File: src/hdl/bcc_pkg.sv
// ---------------------------------------------------------------------------
// Button click classifier package
// Constants, beat types and event codes shared by the classifier modules.
// ---------------------------------------------------------------------------
`default_nettype none

package bcc_pkg;

  localparam int NUM_KEYS  = 2;
  localparam int KEY_BITS  = 2;
  localparam int KEY_IDX_W = (NUM_KEYS > 1) ? $clog2(NUM_KEYS) : 1;
  localparam int STAMP_W   = 32;
  localparam int CFG_W     = 16;
  localparam int DATA_W    = 32;
  localparam int ADDR_W    = 3;

  localparam logic [CFG_W-1:0] LONG_PRESS_RESET   = CFG_W'(1000);
  localparam logic [CFG_W-1:0] DOUBLE_CLICK_RESET = CFG_W'(300);

  typedef enum logic [1:0] {
    EV_SHORT  = 2'd0,
    EV_LONG   = 2'd1,
    EV_DOUBLE = 2'd2
  } bcc_kind_e;

  typedef enum logic {
    REG_LONG_PRESS   = 1'b0,
    REG_DOUBLE_CLICK = 1'b1
  } bcc_reg_e;

  typedef struct packed {
    logic [KEY_BITS-1:0] keys_down;
    logic [STAMP_W-1:0]  now_ms;
  } bcc_in_t;

  typedef struct packed {
    logic       key_index;
    logic [1:0] event_kind;
    logic       last_event;
  } bcc_out_t;

  typedef struct packed {
    logic [CFG_W-1:0] long_press_ms;
    logic [CFG_W-1:0] double_click_ms;
  } bcc_cfg_t;

  // Events of one scan: one hit bit and one kind per key.
  typedef struct packed {
    logic [NUM_KEYS-1:0]      hit;
    logic [NUM_KEYS-1:0][1:0] kind;
  } bcc_rec_t;

endpackage

`default_nettype wire

File: src/hdl/bcc_front.sv
// ---------------------------------------------------------------------------
// Button click classifier front end
// Takes scan beats, tracks per-key level, press time and click count, and
// hands each scan's events to the queue as one record.
// ---------------------------------------------------------------------------
`default_nettype none

module bcc_front (
  input  logic              clk_i,
  input  logic              rst_ni,
  input  logic              in_valid_i,
  output logic              in_stall_o,
  input  bcc_pkg::bcc_in_t  in_data_i,
  input  bcc_pkg::bcc_cfg_t cfg_i,
  input  logic              q_full_i,
  output logic              push_o,
  output bcc_pkg::bcc_rec_t rec_o
);
  import bcc_pkg::*;

  logic [NUM_KEYS-1:0]              prior_q, prior_d;
  logic [NUM_KEYS-1:0][STAMP_W-1:0] stamp_q, stamp_d;
  logic [NUM_KEYS-1:0][1:0]         clicks_q, clicks_d;
  logic [NUM_KEYS-1:0]              level;
  logic [NUM_KEYS-1:0][STAMP_W-1:0] held;
  logic [NUM_KEYS-1:0][1:0]         clicks_n;
  logic [STAMP_W-1:0]               long_lim;
  logic [STAMP_W-1:0]               dbl_lim;
  logic                             accept;

  assign in_stall_o = q_full_i;
  assign accept     = in_valid_i && !in_stall_o;
  assign level      = NUM_KEYS'(in_data_i.keys_down);
  assign long_lim   = {{(STAMP_W-CFG_W){1'b0}}, cfg_i.long_press_ms};
  assign dbl_lim    = {{(STAMP_W-CFG_W){1'b0}}, cfg_i.double_click_ms};

  always_comb begin
    rec_o    = '0;
    prior_d  = prior_q;
    stamp_d  = stamp_q;
    clicks_d = clicks_q;
    clicks_n = clicks_q;
    for (int k = 0; k < NUM_KEYS; k++) begin
      held[k] = in_data_i.now_ms - stamp_q[k];
      rec_o.kind[k] = EV_SHORT;
      if (level[k] && !prior_q[k]) begin
        if (clicks_q[k] < 2'd2) begin
          clicks_n[k] = clicks_q[k] + 2'd1;
        end
      end else if (!level[k] && prior_q[k]) begin
        if (clicks_q[k] >= 2'd2) begin
          rec_o.hit[k]  = 1'b1;
          rec_o.kind[k] = EV_DOUBLE;
          clicks_n[k]   = 2'd0;
        end else if (clicks_q[k] == 2'd1 && held[k] > long_lim) begin
          rec_o.hit[k]  = 1'b1;
          rec_o.kind[k] = EV_LONG;
          clicks_n[k]   = 2'd0;
        end
      end
      if (clicks_n[k] == 2'd1 && !level[k] && held[k] > dbl_lim) begin
        rec_o.hit[k]  = 1'b1;
        rec_o.kind[k] = EV_SHORT;
        clicks_n[k]   = 2'd0;
      end
      if (accept) begin
        prior_d[k]  = level[k];
        clicks_d[k] = clicks_n[k];
        if (level[k] && !prior_q[k]) begin
          stamp_d[k] = in_data_i.now_ms;
        end
      end
    end
  end

  assign push_o = accept && (|rec_o.hit);

  always_ff @(posedge clk_i or negedge rst_ni) begin
    if (!rst_ni) begin
      prior_q  <= '0;
      stamp_q  <= '0;
      clicks_q <= '0;
    end else begin
      prior_q  <= prior_d;
      stamp_q  <= stamp_d;
      clicks_q <= clicks_d;
    end
  end

endmodule

`default_nettype wire

File: src/hdl/bcc_queue.sv
// ---------------------------------------------------------------------------
// Button click classifier record queue
// Two-entry queue of scan records between the front end and the back end.
// ---------------------------------------------------------------------------
`default_nettype none

module bcc_queue (
  input  logic              clk_i,
  input  logic              rst_ni,
  input  logic              push_i,
  input  bcc_pkg::bcc_rec_t rec_i,
  output logic              full_o,
  input  logic              pop_i,
  output logic              valid_o,
  output bcc_pkg::bcc_rec_t rec_o
);
  import bcc_pkg::*;

  bcc_rec_t   mem_q [2];
  logic       wr_q, wr_d;
  logic       rd_q, rd_d;
  logic [1:0] cnt_q, cnt_d;

  assign full_o  = (cnt_q == 2'd2);
  assign valid_o = (cnt_q != 2'd0);
  assign rec_o   = mem_q[rd_q];

  always_comb begin
    wr_d  = wr_q;
    rd_d  = rd_q;
    cnt_d = cnt_q;
    if (push_i) begin
      wr_d = ~wr_q;
    end
    if (pop_i) begin
      rd_d = ~rd_q;
    end
    if (push_i && !pop_i) begin
      cnt_d = cnt_q + 2'd1;
    end else if (!push_i && pop_i) begin
      cnt_d = cnt_q - 2'd1;
    end
  end

  always_ff @(posedge clk_i) begin
    if (push_i) begin
      mem_q[wr_q] <= rec_i;
    end
  end

  always_ff @(posedge clk_i or negedge rst_ni) begin
    if (!rst_ni) begin
      wr_q  <= 1'b0;
      rd_q  <= 1'b0;
      cnt_q <= 2'd0;
    end else begin
      wr_q  <= wr_d;
      rd_q  <= rd_d;
      cnt_q <= cnt_d;
    end
  end

endmodule

`default_nettype wire

File: src/hdl/bcc_back.sv
// ---------------------------------------------------------------------------
// Button click classifier back end
// Sends the events of the head record one per beat in ascending key order
// through an output register, marking the final event of each scan.
// ---------------------------------------------------------------------------
`default_nettype none

module bcc_back (
  input  logic              clk_i,
  input  logic              rst_ni,
  input  logic              q_valid_i,
  input  bcc_pkg::bcc_rec_t rec_i,
  output logic              pop_o,
  output logic              out_valid_o,
  input  logic              out_stall_i,
  output bcc_pkg::bcc_out_t out_data_o
);
  import bcc_pkg::*;

  logic [NUM_KEYS-1:0]  done_q, done_d;
  logic [NUM_KEYS-1:0]  pending;
  logic [NUM_KEYS-1:0]  sel_oh;
  logic [NUM_KEYS-1:0]  rest;
  logic [KEY_IDX_W-1:0] sel;
  logic                 load;
  logic                 out_valid_q;
  bcc_out_t             out_q;

  assign pending = rec_i.hit & ~done_q;

  always_comb begin
    sel = '0;
    for (int k = NUM_KEYS - 1; k >= 0; k--) begin
      if (pending[k]) begin
        sel = KEY_IDX_W'(k);
      end
    end
  end

  assign sel_oh = NUM_KEYS'(1) << sel;
  assign rest   = pending & ~sel_oh;
  assign load   = q_valid_i && (!out_valid_q || !out_stall_i);
  assign pop_o  = load && (rest == '0);

  always_comb begin
    done_d = done_q;
    if (load) begin
      done_d = (rest == '0) ? '0 : (done_q | sel_oh);
    end
  end

  always_ff @(posedge clk_i) begin
    if (load) begin
      out_q.key_index  <= sel[0];
      out_q.event_kind <= rec_i.kind[sel];
      out_q.last_event <= (rest == '0);
    end
  end

  always_ff @(posedge clk_i or negedge rst_ni) begin
    if (!rst_ni) begin
      done_q      <= '0;
      out_valid_q <= 1'b0;
    end else begin
      done_q <= done_d;
      if (load) begin
        out_valid_q <= 1'b1;
      end else if (!out_stall_i) begin
        out_valid_q <= 1'b0;
      end
    end
  end

  assign out_valid_o = out_valid_q;
  assign out_data_o  = out_q;

endmodule

`default_nettype wire

File: src/hdl/button_click_classifier_unit.sv
// ---------------------------------------------------------------------------
// Button click classifier
// Classifies key scans into short press, long press and double click events,
// each sent as one beat tagged with its key index.
// ---------------------------------------------------------------------------
//  Port group  Direction  Beat content
//  in_*        input      keys_down, now_ms (one scan)
//  out_*       output     key_index, event_kind, last_event (one event)
//  APB         input      long_press_ms at 0x0, double_click_ms at 0x4
//
//  A scan is taken in the cycle it arrives while the two-entry queue has room.
//  The back end sends one event per cycle while the output is not stalled, and
//  pops a scan only with its last event; with two keys a scan has at most two events.
//  Reset sets the limits to 1000 and 300 ms and clears all key state.
//  A stalled output holds its event while further scans are taken until the queue is full.
// ---------------------------------------------------------------------------
`default_nettype none

module button_click_classifier_unit (
  input  logic                          clk_i,
  input  logic                          rst_ni,
  input  logic                          in_valid_i,
  output logic                          in_stall_o,
  input  bcc_pkg::bcc_in_t              in_data_i,
  output logic                          out_valid_o,
  input  logic                          out_stall_i,
  output bcc_pkg::bcc_out_t             out_data_o,
  input  logic                          psel,
  input  logic                          penable,
  input  logic                          pwrite,
  input  logic [bcc_pkg::ADDR_W-1:0]    paddr,
  input  logic [bcc_pkg::DATA_W-1:0]    pwdata,
  output logic [bcc_pkg::DATA_W-1:0]    prdata,
  output logic                          pready
);
  import bcc_pkg::*;

  bcc_cfg_t cfg_q;
  bcc_reg_e reg_sel;
  logic     cfg_wr;
  logic     q_full;
  logic     q_valid;
  logic     push;
  logic     pop;
  bcc_rec_t rec_in;
  bcc_rec_t rec_head;

  assign pready  = 1'b1;
  assign reg_sel = bcc_reg_e'(paddr[2]);
  assign cfg_wr  = psel && penable && pwrite && pready;

  always_comb begin
    unique case (reg_sel)
      REG_LONG_PRESS:   prdata = {{(DATA_W-CFG_W){1'b0}}, cfg_q.long_press_ms};
      REG_DOUBLE_CLICK: prdata = {{(DATA_W-CFG_W){1'b0}}, cfg_q.double_click_ms};
      default:          prdata = '0;
    endcase
  end

  always_ff @(posedge clk_i or negedge rst_ni) begin
    if (!rst_ni) begin
      cfg_q.long_press_ms   <= LONG_PRESS_RESET;
      cfg_q.double_click_ms <= DOUBLE_CLICK_RESET;
    end else if (cfg_wr) begin
      unique case (reg_sel)
        REG_LONG_PRESS:   cfg_q.long_press_ms   <= pwdata[CFG_W-1:0];
        REG_DOUBLE_CLICK: cfg_q.double_click_ms <= pwdata[CFG_W-1:0];
        default:          cfg_q                 <= cfg_q;
      endcase
    end
  end

  bcc_front u_front (
    .clk_i      (clk_i),
    .rst_ni     (rst_ni),
    .in_valid_i (in_valid_i),
    .in_stall_o (in_stall_o),
    .in_data_i  (in_data_i),
    .cfg_i      (cfg_q),
    .q_full_i   (q_full),
    .push_o     (push),
    .rec_o      (rec_in)
  );

  bcc_queue u_queue (
    .clk_i   (clk_i),
    .rst_ni  (rst_ni),
    .push_i  (push),
    .rec_i   (rec_in),
    .full_o  (q_full),
    .pop_i   (pop),
    .valid_o (q_valid),
    .rec_o   (rec_head)
  );

  bcc_back u_back (
    .clk_i       (clk_i),
    .rst_ni      (rst_ni),
    .q_valid_i   (q_valid),
    .rec_i       (rec_head),
    .pop_o       (pop),
    .out_valid_o (out_valid_o),
    .out_stall_i (out_stall_i),
    .out_data_o  (out_data_o)
  );

endmodule

`default_nettype wire

File: config.mk
export PLATFORM = sky130hd
export DESIGN_NAME = button_click_classifier_unit
export DESIGN_NICKNAME = d
export VERILOG_FILES = /design/src/hdl/bcc_pkg.sv /design/src/hdl/bcc_front.sv /design/src/hdl/bcc_queue.sv /design/src/hdl/bcc_back.sv /design/src/hdl/button_click_classifier_unit.sv
export SDC_FILE = /design/constraint.sdc
export NUM_CORES = 1
export LEC_CHECK = 0
export BUFFER_PORTS_ARGS = -buffer_cell sky130_fd_sc_hd__buf_2
export CELL_PAD_IN_SITES_DETAIL_PLACEMENT = 1
export CELL_PAD_IN_SITES_GLOBAL_PLACEMENT = 2
export CORE_MARGIN = 10
export CORE_UTILIZATION = 40
export DETAILED_ROUTE_END_ITERATION = 8
export PLACE_DENSITY = 0.83
export SETUP_SLACK_MARGIN = 0.05
export SYNTH_ARGS = -nofsm -noshare
export SYNTH_HDL_FRONTEND = slang
export SYNTH_HIERARCHICAL = 1
export SYNTH_SLANG_ARGS = --single-unit
File: constraint.sdc
create_clock -name clk_i -period 8.37 [get_ports clk_i]
set_input_delay 2.0925 -clock clk_i [delete_from_list [all_inputs] [get_ports clk_i]]
set_output_delay 2.0925 -clock clk_i [all_outputs]
set_load 0.03 [all_outputs]
### After elaboration in Yosys (flattened, before gate mapping)

Memory sizes are Yosys's and may differ from the RTL's.
Index checks and enable logic that the tools add are counted.

| operators by class | value |
|---|---|
| add/sub/neg operators | 6 |
| magnitude comparators | 9 |
| eq/ne operators | 6 |
| shift operators | 1 |
| mux-type cells | 44 |
| bitwise logic cells | 8 |
| reductions and logical operators | 36 |

Operators by type and width:

| cell | number |
|---|---|
| $gt A32 B16 Y1 | 4 |
| $pmux W32 S2 | 1 |
| $sub A32 B32 Y32 | 2 |
| $mux W2 | 25 |
| $logic_and A1 B1 Y1 | 18 |
| $mux W1 | 18 |
| $logic_not A1 Y1 | 9 |
| $eq A2 B1 Y1 const B | 4 |
| $reduce_and A2 Y1 | 4 |
| $add A2 B1 Y2 const B | 3 |
| $and A2 B2 Y2 | 2 |
| $ge A2 B2 Y1 const B | 2 |
| $lt A2 B2 Y1 const B | 2 |
| $not A2 Y2 | 2 |
| $reduce_bool A2 Y1 | 2 |
| $not A1 Y1 | 3 |
| $eq A2 B2 Y1 const B | 1 |
| $logic_not A2 Y1 | 1 |
| $lt A1 B2 Y1 const B | 1 |
| $ne A2 B1 Y1 const B | 1 |
| $or A2 B2 Y2 | 1 |
| $reduce_or A2 Y1 | 1 |
| $shl A1 B1 Y2 const A | 1 |
| $sub A2 B1 Y2 const B | 1 |
| $logic_or A1 B1 Y1 | 1 |

| storage, ports and cells | value |
|---|---|
| flip-flop bits (word level) | 113 |
| RAM bits | 12 |
| word-level logic and storage cells | 126 |
| memories | 1 |

Memory list:

| memory | words | width | rd ports | clocked after Yosys merged registers in | wr ports | RTL line | text |
|---|---|---|---|---|---|---|---|
| u_queue.mem_q | 2 | 6 | 1 | 0 | 1 | bcc_queue.sv:19 | `bcc_rec_t mem_q [2];` |

### Logic depth before layout (Yosys ltp)

Gate-level depths: netlist (run 1).

| depth | value |
|---|---|
| depth after elaboration | 17 |
| gate-level depth with buffers | 24 |
| depth with buffers taken out | 24 |

### Hierarchy

The synthesis (run 1) kept the hierarchy.

By module, submodules not included:

| module | instances | cells an instance | area an instance (um^2) |
|---|---|---|---|
| bcc_front | 1 | 1158 | 8703.3 |
| button_click_classifier_unit | 1 | 105 | 1610.3 |
| bcc_queue | 1 | 35 | 630.6 |
| bcc_back | 1 | 20 | 341.6 |

### Worst setup path before layout (run 1)

OpenSTA, ideal clock, no wires.

| path | value |
|---|---|
| path kind | in2reg |
| start point | in in_data_i[0] (netlist bit) |
| end point | mem u_queue/mem_q[0][0] (netlist bit), enable pin |
| arrival time | 5.812 ns |
| setup slack | 2.204 ns |
| stages | 21 |
| buffers on the path | 0 |
| cell sequence | inv_1 ha_1 fa_1 nand2b_1 a21oi_1 o2111ai_1 nand2b_1 a21oi_1 xnor2_1 ha_1 nand4_1 nor2_1 nand2_1 a221o_1 nand3_1 o32ai_1 and4_1 and4b_1 a2bb2oi_1 a31oi_1 nor2b_1 |

| between the ends | value |
|---|---|
| cells in the longest elaborated chain, start to end | 15 |

Ends and longest elaborated chain:

| element | RTL line | text |
|---|---|---|
| start: declaration | button_click_classifier_unit.sv:24 | `input bcc_pkg::bcc_in_t in_data_i,` |
| $sub A32 B32 Y32 | bcc_front.sv:44 | `held[k] = in_data_i.now_ms - stamp_q[k];` |
| $gt A32 B16 Y1 | bcc_front.sv:55 | `end else if (clicks_q[k] == 2'd1 && held[k] > long_lim) begin` |
| $logic_and A1 B1 Y1 | bcc_front.sv:55 |  |
| $mux W2 | bcc_front.sv:55 |  |
| $mux W2 | bcc_front.sv:51 | `if (clicks_q[k] >= 2'd2) begin` |
| $mux W2 | bcc_front.sv:50 | `end else if (!level[k] && prior_q[k]) begin` |
| $mux W2 | bcc_front.sv:46 | `if (level[k] && !prior_q[k]) begin` |
| $eq A2 B1 Y1 | bcc_front.sv:61 | `if (clicks_n[k] == 2'd1 && !level[k] && held[k] > dbl_lim) begin` |
| $logic_and A1 B1 Y1 (2 in series) | bcc_front.sv:61 |  |
| $mux W1 | bcc_front.sv:61 |  |
| $reduce_or A2 Y1 (*) | bcc_front.sv:76 | `assign push_o = accept && (\|rec_o.hit);` |
| $logic_and A1 B1 Y1 (*) | bcc_front.sv:76 |  |
| named net push | button_click_classifier_unit.sv:43 | `logic push;` |
| $mux W1 (*) | bcc_queue.sv:46 | `if (push_i) begin` |
| $mux W1 (not written as such) (*) | bcc_queue.sv:47 | `mem_q[wr_q] <= rec_i;` |
| end: declaration | bcc_queue.sv:19 |  |

The timed path passes the listed nets; every way through them passes the cells marked *.

### Worst setup path after layout (run 1)

| path | value |
|---|---|
| start point | in in_data_i[0] (netlist bit) |
| end point | mem u_queue/mem_q[0][2] (netlist bit), enable pin |

The elaborated chain is that of the path after synthesis.

==> results of run 1 <==
## stage by stage
step | instances | worst slack [ns]
2_1_floorplan | 1333 | 2.20
3_3_place_gp | 1739 | 1.27
3_5_place_dp | 1739 | 1.12
4_1_cts | 1771 | 1.55
5_1_grt | 1771 | 1.10
6_report | 1771 | 1.61
## power breakdown
group	leakage, nW	internal (mW)	switching (mW)
logic	4.00	1.44	2.25
registers	1.46	0.869	0.116
clock network	0.302	0.503	0.308
## cells by family after synthesis
kind of cell               count (synthesis)  share of synthesized area, %
AOI/OAI and AO/OA                        397                          22.4
and+or+nand+nor                          378                          17.2
muxes                                     65                          6.87
xor gates and xnor gates                  38                          2.95
DFF                                      125                          28.5
buffers and inverters                    178                          6.94
other                                      2                        0.0665
adders and majority gates                135                          15.1
## worst paths after layout
kind | from | end | slack, ns | cells after the start
hold / removal | u_queue/wr_q | u_queue/wr_q | 0.49 | 1
setup / recovery | in_data_i[0] | u_queue/mem_q[0][2] | 1.61 | 22
min in group asynchronous | rst_ni | cfg_q[20] | 1.69 | 1
setup reg to reg | u_front/stamp_q[0] | u_queue/mem_q[0][2] | 3.04 | 20
hold reg to reg | u_queue/wr_q | u_queue/wr_q | 0.49 | 1
max in group asynchronous | rst_ni | u_front/stamp_q[55] | 5.41 | 2
## worst reg2reg max path, stage by stage, from the launching register on
cell and delay, ns:
dfrtp_1 0.38, ha_1 0.22, fa_1 0.40, nand2b_1 0.18
a21oi_1 0.35, o2111ai_1 0.30, nand2b_1 0.19, a21oi_1 0.10
xnor2_1 0.20, ha_1 0.33, nand4_1 0.17, nor2_1 0.19
nand2_1 0.09, a221o_1 0.26, nand3_1 0.08, o32ai_1 0.12
and4_1 0.22, and4b_1 0.19, a2bb2oi_1 0.15, a31oi_1 0.32
nor2b_1 0.52
## flip-flops by register name (all words and copies together) (netlist names)
signal and cells:
u_front/stamp_q 64, cfg_q 32, u_queue/mem_q 12, u_back/out_data_o 4
u_front/clicks_q 4, u_back/done_q 2, u_front/prior_q 2, u_queue/cnt_q 2
u_back/out_valid_o 1, u_queue/rd_q 1, u_queue/wr_q 1
## cell usage after synthesis, types with 10 or more instances
library cell,number,share of area (%)
a211oi_1,16,1.1
a21o_1,42,2.8
a21oi_1,101,4.5
buf_4,18,1.2
clkbuf_1,28,0.93
dfrtp_1,99,22
dfstp_2,10,2.3
edfxtp_1,16,4.3
ha_1,133,15
inv_1,124,4.1
mux2_2,48,4.8
mux2_4,13,1.7
nand2_1,140,4.7
nand2b_1,14,0.78
nand3_1,19,0.84
nand4_1,34,1.9
nor2_1,69,2.3
nor2b_1,14,0.78
nor3_1,19,0.84
o211ai_1,17,1.1
o21a_1,21,1.4
o21ai_0,118,5.2
or3_1,11,0.61
xnor2_1,23,1.8
xor2_1,15,1.2
## final cells by class
class	instances	area (um^2)	area share [%]
Clock buffer	17	425	3.38
Inverter	124	465	3.70
Timing Repair Buffer	82	420	3.34
Tap cell	378	473	3.76
Clock inverter	15	211	1.68
Multi-Input combinational cell	1030	7350	58.5
Sequential cell	125	3220	25.6
## routing by layer
layer	wire, um	up-vias	global-route usage (%)
met5	0	-	0
met2	15700	121	31.5
li1	-	4852	-
met3	855	29	3.17
met1	16400	4780	25.1
met4	531	0	5.82
==> metrics.md, run 1 <==
| Metric | Value |
|---|---|
| Synth Flop Type | `dfrtp_1` |
| Area grow syn2layout | `11.4%` |
| ANT cells | `0` |
| Netlist cell types | `85` |
| Arr. time, crit path | `6.83 ns` |
| Fmax | `approximately 0.15 GHz` |
| CP cell instances | `buf_2 > inv_1 > ha_1 > fa_1 > nand2b_1 > a21oi_1 > o2111ai_1 > nand2b_1 > a21oi_1 > xnor2_1 > ha_1 > nand4_1 > nor2_1 > nand2_1 > a221o_1 > nand3_1 > o32ai_1 > and4_1 > and4b_1 > a2bb2oi_1 > a31oi_1 > nor2b_1` |
| Hold Buf Count CTS | `0` |
| Antenna violations before repair | `0` |
| Number of flops mapped to enable cells by yosys | `16` |
| CP startpoint kind | `input port` |
| Sum Neg Setup Slack | `0 ns` |
| Max-cap violations | `0` |
| CP delay by family, top | `simple AND/OR/NAND/NOR gates` |
| Util after Layout | `45.2%` |
| Worst skew pair latency | `0.44 ns` |
| Worst hold margin | `0.486 ns` |
| Setup Skew | `~0.01 ns` |
| CP Capture Type | `flop` |
| FP Rows | `61` |
| Commonest non-fill, non-tap cells in the layout | `nand2_1 (140), ha_1 (133), inv_1 (124), o21ai_0 (118), a21oi_1 (101)` |
| WL/cell | `18.9 um` |
| Post-DP HPWL | `26.9 mm` |
| Post-route cell area | `~13000 um^2` |
| Pleak | `5.77 nW` |
| Root Buffer Master | `clkbuf_16` |
| Vias in the first global route | `10367` |
| Final setup viols | `0` |
| Hold crit path type | `reg -> reg` |
| Max VDD drop | `0.171 mV` |
| Synthesis Warnings | `6` |
| Filler instances | `roughly 3400` |
| Layout cells sized above 1 | `between 10% and 20%` |
| Max incr delay on CP | `0.52 ns` |
| Clock period minus worst slack | `6.76 ns` |
| Iteration count of the initial detailed-routing pass | `5` |
| Number of nets in the layout | `around 1600` |
| Starting Density | `approximately 40%` |
| Total power after layout | `about 5.5 mW` |
| Port buffer count | `79` |
| Seq/Total Area, Yosys | `28.5%` |
| Crit Path Class | `in -> reg` |
| # resized after CTS | `0` |
| Synth Register Bits | `125` |
| Setup Fix Bufs, Post-CTS | `0` |
| IO Pins | `115` |
| Worst-path fanout max | `6` |
| Via Count | `between 9000 and 10000` |
| Mean Syn Cell Area | `8.56 um^2` |
| DIE WIDTH | `188 um` |
| Slew Limit Fails | `0` |
| Drt first-iter violations | `452` |
| Largest net degree at the start of global routing | `63` |
| Clk sinks | `125` |
| CTS tree | `built` |
| Total Wirelength | `33.5 mm` |
| Most common cell after layout, fill and taps aside | `nand2_1` |
| Pwr dens | `approximately 440 nW/um^2` |
| RSZ-0062 raised after global routing | `no` |
| Post-DR vias/cell | `5.52` |
| Mapped Cells | `1318` |
| Routability cong. | `between 0.8 and 0.9` |
| WP buf/inv | `2` |
| Synthesized area | `11300 um^2` |
| Routed Antenna Nets | `0` |
| Status | `finished, final reports clean` |
| Num CTS Buffers | `17` |
| Final Hold Viols | `0` |
| Least-Margin Pin Slew | `0.826 ns` |
| Die ar. | `35300 um^2` |
| CTS Buffer Depth | `2` |
| First-pass GRT wire length | `54.9 mm` |
| Slowest cell on crit path | `nor2b_1` |
| Worst-path clk slew | `approximately 0.06 ns` |
| Total track usage | `19.1%` |
| Remaining DRCs | `0` |
| Final period util | `80.7%` |
| Core Area | `27800 um^2` |
| Placement Cell Area | `11900 um^2` |
| Die Y | `188 um` |
| Overflow after GRT | `0` |
| Slew headroom | `45.0%` |
| Crit path required time | `between 8 and 9 ns` |
| H-Tree Depth | `4` |
| Asr flop ratio synth | `between 80% and 90%` |
Note: power is estimated with default switching activity, not from simulation.
==> run 2: changes to the inputs <==
--- a/config.mk
+++ b/config.mk
@@ -9,9 +9,9 @@
 export CELL_PAD_IN_SITES_DETAIL_PLACEMENT = 1
 export CELL_PAD_IN_SITES_GLOBAL_PLACEMENT = 2
 export CORE_MARGIN = 10
-export CORE_UTILIZATION = 40
+export CORE_UTILIZATION = 37
 export DETAILED_ROUTE_END_ITERATION = 8
-export PLACE_DENSITY = 0.83
+export PLACE_DENSITY = 0.78
 export SETUP_SLACK_MARGIN = 0.05
 export SYNTH_ARGS = -nofsm -noshare
 export SYNTH_HDL_FRONTEND = slang
==> constraint.sdc (replaced) <==
create_clock -name clk_i -period 6.4 [get_ports clk_i]
set_input_delay 1.6 -clock clk_i [delete_from_list [all_inputs] [get_ports clk_i]]
set_output_delay 1.6 -clock clk_i [all_outputs]
set_load 0.03 [all_outputs]
==> metrics.md, run 2 (synthesis gave the netlist of run 1 again) <==
| Metric | Value |
|---|---|
| Final setup viols | `0 (unchanged)` |
| FP Rows | `63 (was 61)` |
| Worst skew pair latency | `0.45 ns (was 0.44 ns)` |
| Most flops, register | `u_front/stamp_q (unchanged)` |
| Area grow syn2layout | `12.4% (was 11.4%)` |
| Number of nets in the layout | `1611 (was 1591)` |
| First-pass GRT wire length | `55.0 mm (was 54.9 mm)` |
| Switching part of the total | `48.8% (was 48.7%)` |
| Layout cells sized above 1 | `16.1% (was 14.9%)` |
| Worst Setup SP | `in_data_i[2] (was in_data_i[0])` |
| ANT cells | `0 (unchanged)` |
| Total Wirelength | `33.9 mm (was 33.5 mm)` |
| Max-cap violations | `0 (unchanged)` |
| Final period util | `91.4%` |
| Setup Skew | `0.0106 ns (was 0.0100 ns)` |
| Drt first-iter violations | `476 (was 452)` |
| Max reg flops | `64 (unchanged)` |
| Global routing's busiest layer | `met2 (unchanged)` |
| Commonest non-fill, non-tap cells in the layout | `nand2_1 (140), ha_1 (133), inv_1 (124), o21ai_0 (118), a21oi_1 (101) (unchanged)` |
| Setup Fix Bufs, Post-CTS | `0 (unchanged)` |
| RSZ-0062 raised after global routing | `no (unchanged)` |
| Routability cong. | `0.861 (was 0.885)` |
| Pleak | `5.84 nW (was 5.77 nW)` |
| GR met1 Demand/Resource | `23.9% (was 25.1%)` |
| Routed Antenna Nets | `0 (unchanged)` |
| Post-DR vias/cell | `5.47 (was 5.52)` |
| Remaining DRCs | `0 (unchanged)` |
| Least-Margin Pin Slew | `0.824 ns (was 0.826 ns)` |
| Critical R2R Launch | `u_front/stamp_q[34] (was u_front/stamp_q[0])` |
| Hold crit path type | `reg -> reg (unchanged)` |
| Clk sinks | `125 (unchanged)` |
| Core Area | `29900 um^2 (was 27800 um^2)` |
| Clock period minus worst slack | `5.85 ns` |
| Fmax | `0.171 GHz` |
| Largest net degree at the start of global routing | `60 (was 63)` |
| WL/cell | `18.8 um (was 18.9 um)` |
| R2r setup slk | `1.50 ns (was 3.04 ns)` |
| GR Util met3 | `2.79% (was 3.17%)` |
| Clock power frac | `13.5% (was 14.8%)` |
| Overflow after GRT | `0 (unchanged)` |
| Via Count | `9868 (was 9782)` |
| Switching power | `3.50 mW (was 2.67 mW)` |
| Arr. time, crit path | `6.23 ns (was 6.83 ns)` |
| Antenna violations before repair | `0 (unchanged)` |
| Setup crit end | `u_queue/cnt_q[1] (was u_queue/mem_q[0][2])` |
| Crit path required time | `6.77 ns (was 8.44 ns)` |
| Worst hold margin | `0.492 ns (was 0.486 ns)` |
| Final Hold Viols | `0 (unchanged)` |
| Iteration count of the initial detailed-routing pass | `5 (unchanged)` |
| Die Y | `195 um (was 188 um)` |
| CP startpoint kind | `input port (unchanged)` |
| Worst-path fanout max | `4 (was 6)` |
| # resized after CTS | `0 (unchanged)` |
| Pwr dens | `567 nW/um^2 (was 436 nW/um^2)` |
| Total power after layout | `7.19 mW (was 5.48 mW)` |
| Worst-path clk slew | `0.06 ns (about the same)` |
| Most common cell after layout, fill and taps aside | `nand2_1 (unchanged)` |
| Vias in the first global route | `10223 (was 10367)` |
| Comb power frac | `68.6% (was 67.2%)` |
| Post-DP HPWL | `27.7 mm (was 26.9 mm)` |
| Num CTS Buffers | `17 (unchanged)` |
| CP Capture Type | `flop (unchanged)` |
| DIE WIDTH | `195 um (was 188 um)` |
| CTS Buffer Depth | `2 (unchanged)` |
| Crit Path Class | `in -> reg (unchanged)` |
| Total track usage | `17.8% (was 19.1%)` |
| Placement Cell Area | `12100 um^2 (was 11900 um^2)` |
| Root Buffer Master | `clkbuf_16 (unchanged)` |
| R2R depth | `24 (was 20)` |
| Die ar. | `37900 um^2 (was 35300 um^2)` |
| Reg power frac | `17.9% (was 18.0%)` |
| Internal Power | `3.68 mW (was 2.81 mW)` |
| H-Tree Depth | `4 (unchanged)` |
| Port buffer count | `79 (unchanged)` |
| IO Pins | `115 (unchanged)` |
| CTS tree | `built (unchanged)` |
| Regs by FF count | `u_front/stamp_q (64), cfg_q (32), u_queue/mem_q (12) (unchanged)` |
| Post-route cell area | `12700 um^2 (was 12600 um^2)` |
| Reg2reg end | `u_queue/cnt_q[1] (was u_queue/mem_q[0][2])` |
| Hold Buf Count CTS | `0 (unchanged)` |
| Global Route met2 Usage | `29.4% (was 31.5%)` |
| Status | `finished, final reports clean (unchanged)` |
| Starting Density | `37.8% (was 40.6%)` |
| Max VDD drop | `0.221 mV (was 0.171 mV)` |
| Sum Neg Setup Slack | `0 ns (unchanged)` |
| Slew Limit Fails | `0 (unchanged)` |
| Slew headroom | `45.1% (was 45.0%)` |
## run 2: changes by cell type in the layout (fill, tap and decap cells not counted)
cell	delta
inv_6	+1
bufinv_16	-3
buf_4	+20
inv_8	-1
clkinv_2	+1
clkinv_4	+1
clkbuf_16	+1
## run 2: how the worst min path moves through the flow
stage,cells past startpoint,slack (ns),endpoint,from
2_1_floorplan,1,0.45,u_queue/cnt_q[1],u_queue/cnt_q[1]
3_3_place_gp,1,0.47,u_queue/cnt_q[1],u_queue/cnt_q[1]
3_5_place_dp,1,0.48,u_queue/wr_q,u_queue/wr_q
4_1_cts,1,0.49,u_queue/wr_q,u_queue/wr_q
5_1_grt,1,0.52,u_queue/wr_q,u_queue/wr_q
6_report,1,0.49,u_queue/wr_q,u_queue/wr_q
## run 2: critical path, stage by stage
cell and delay, ns:
buf_2 0.13, ha_1 0.35, o211ai_1 0.17, a21o_1 0.18
and2_1 0.18, o21ai_0 0.16, a21o_1 0.22, a21o_1 0.18
xor2_1 0.14, buf_4 0.17, ha_1 0.29, a21o_1 0.18
a21o_1 0.17, a21oi_1 0.14, nor2_1 0.06, a211oi_1 0.23
a22o_1 0.29, nand4_1 0.28, nand3_1 0.21, a31oi_1 0.18
ha_1 0.26, xor2_1 0.16, nor2_1 0.12, xor2_1 0.16
## run 2: layout make-up
cell class / count / area [um^2]
inverter: 124 / 465
timing repair buffer: 102 / 571
fill: 3545 / 17200
clock inverter: 14 / 133
sequential: 125 / 3220
multi-input combinational: 1030 / 7350
tap: 390 / 488
clock buffer: 18 / 450
## run 2: through the flow
| step | instances | util [%] | worst slack [ns] |
|---|---|---|---|
| CTS | 1803 | 42.4 | 0.522 |
| global route | 1803 | 42.4 | 0.178 |
| detailed placement | 1771 | 40.5 | 0.0384 |
| global placement | 1771 | 40.5 | 0.114 |
| floorplan | 1333 | - | 0.726 |
| finish | 1803 | 42.4 | 0.547 |
## run 2: power by group through the flow
stage / Sequential [mW] / Combinational, mW / Clock (mW)
final: 1.29 / 4.93 / 0.973
after floorplan: 1.28 / 3.54 / 0
after detailed placement: 1.30 / 4.92 / 0
after global routing: 1.33 / 5.56 / 1.05
after global placement: 1.28 / 4.81 / 0
after CTS: 1.29 / 4.96 / 1.01
## run 2: metal layers
| metal | vias up | wire [um] |
|---|---|---|
| met5 | - | 0 |
| met4 | 0 | 319 |
| met3 | 21 | 904 |
| met2 | 124 | 16100 |
| met1 | 4825 | 16600 |
| li1 | 4898 | - |
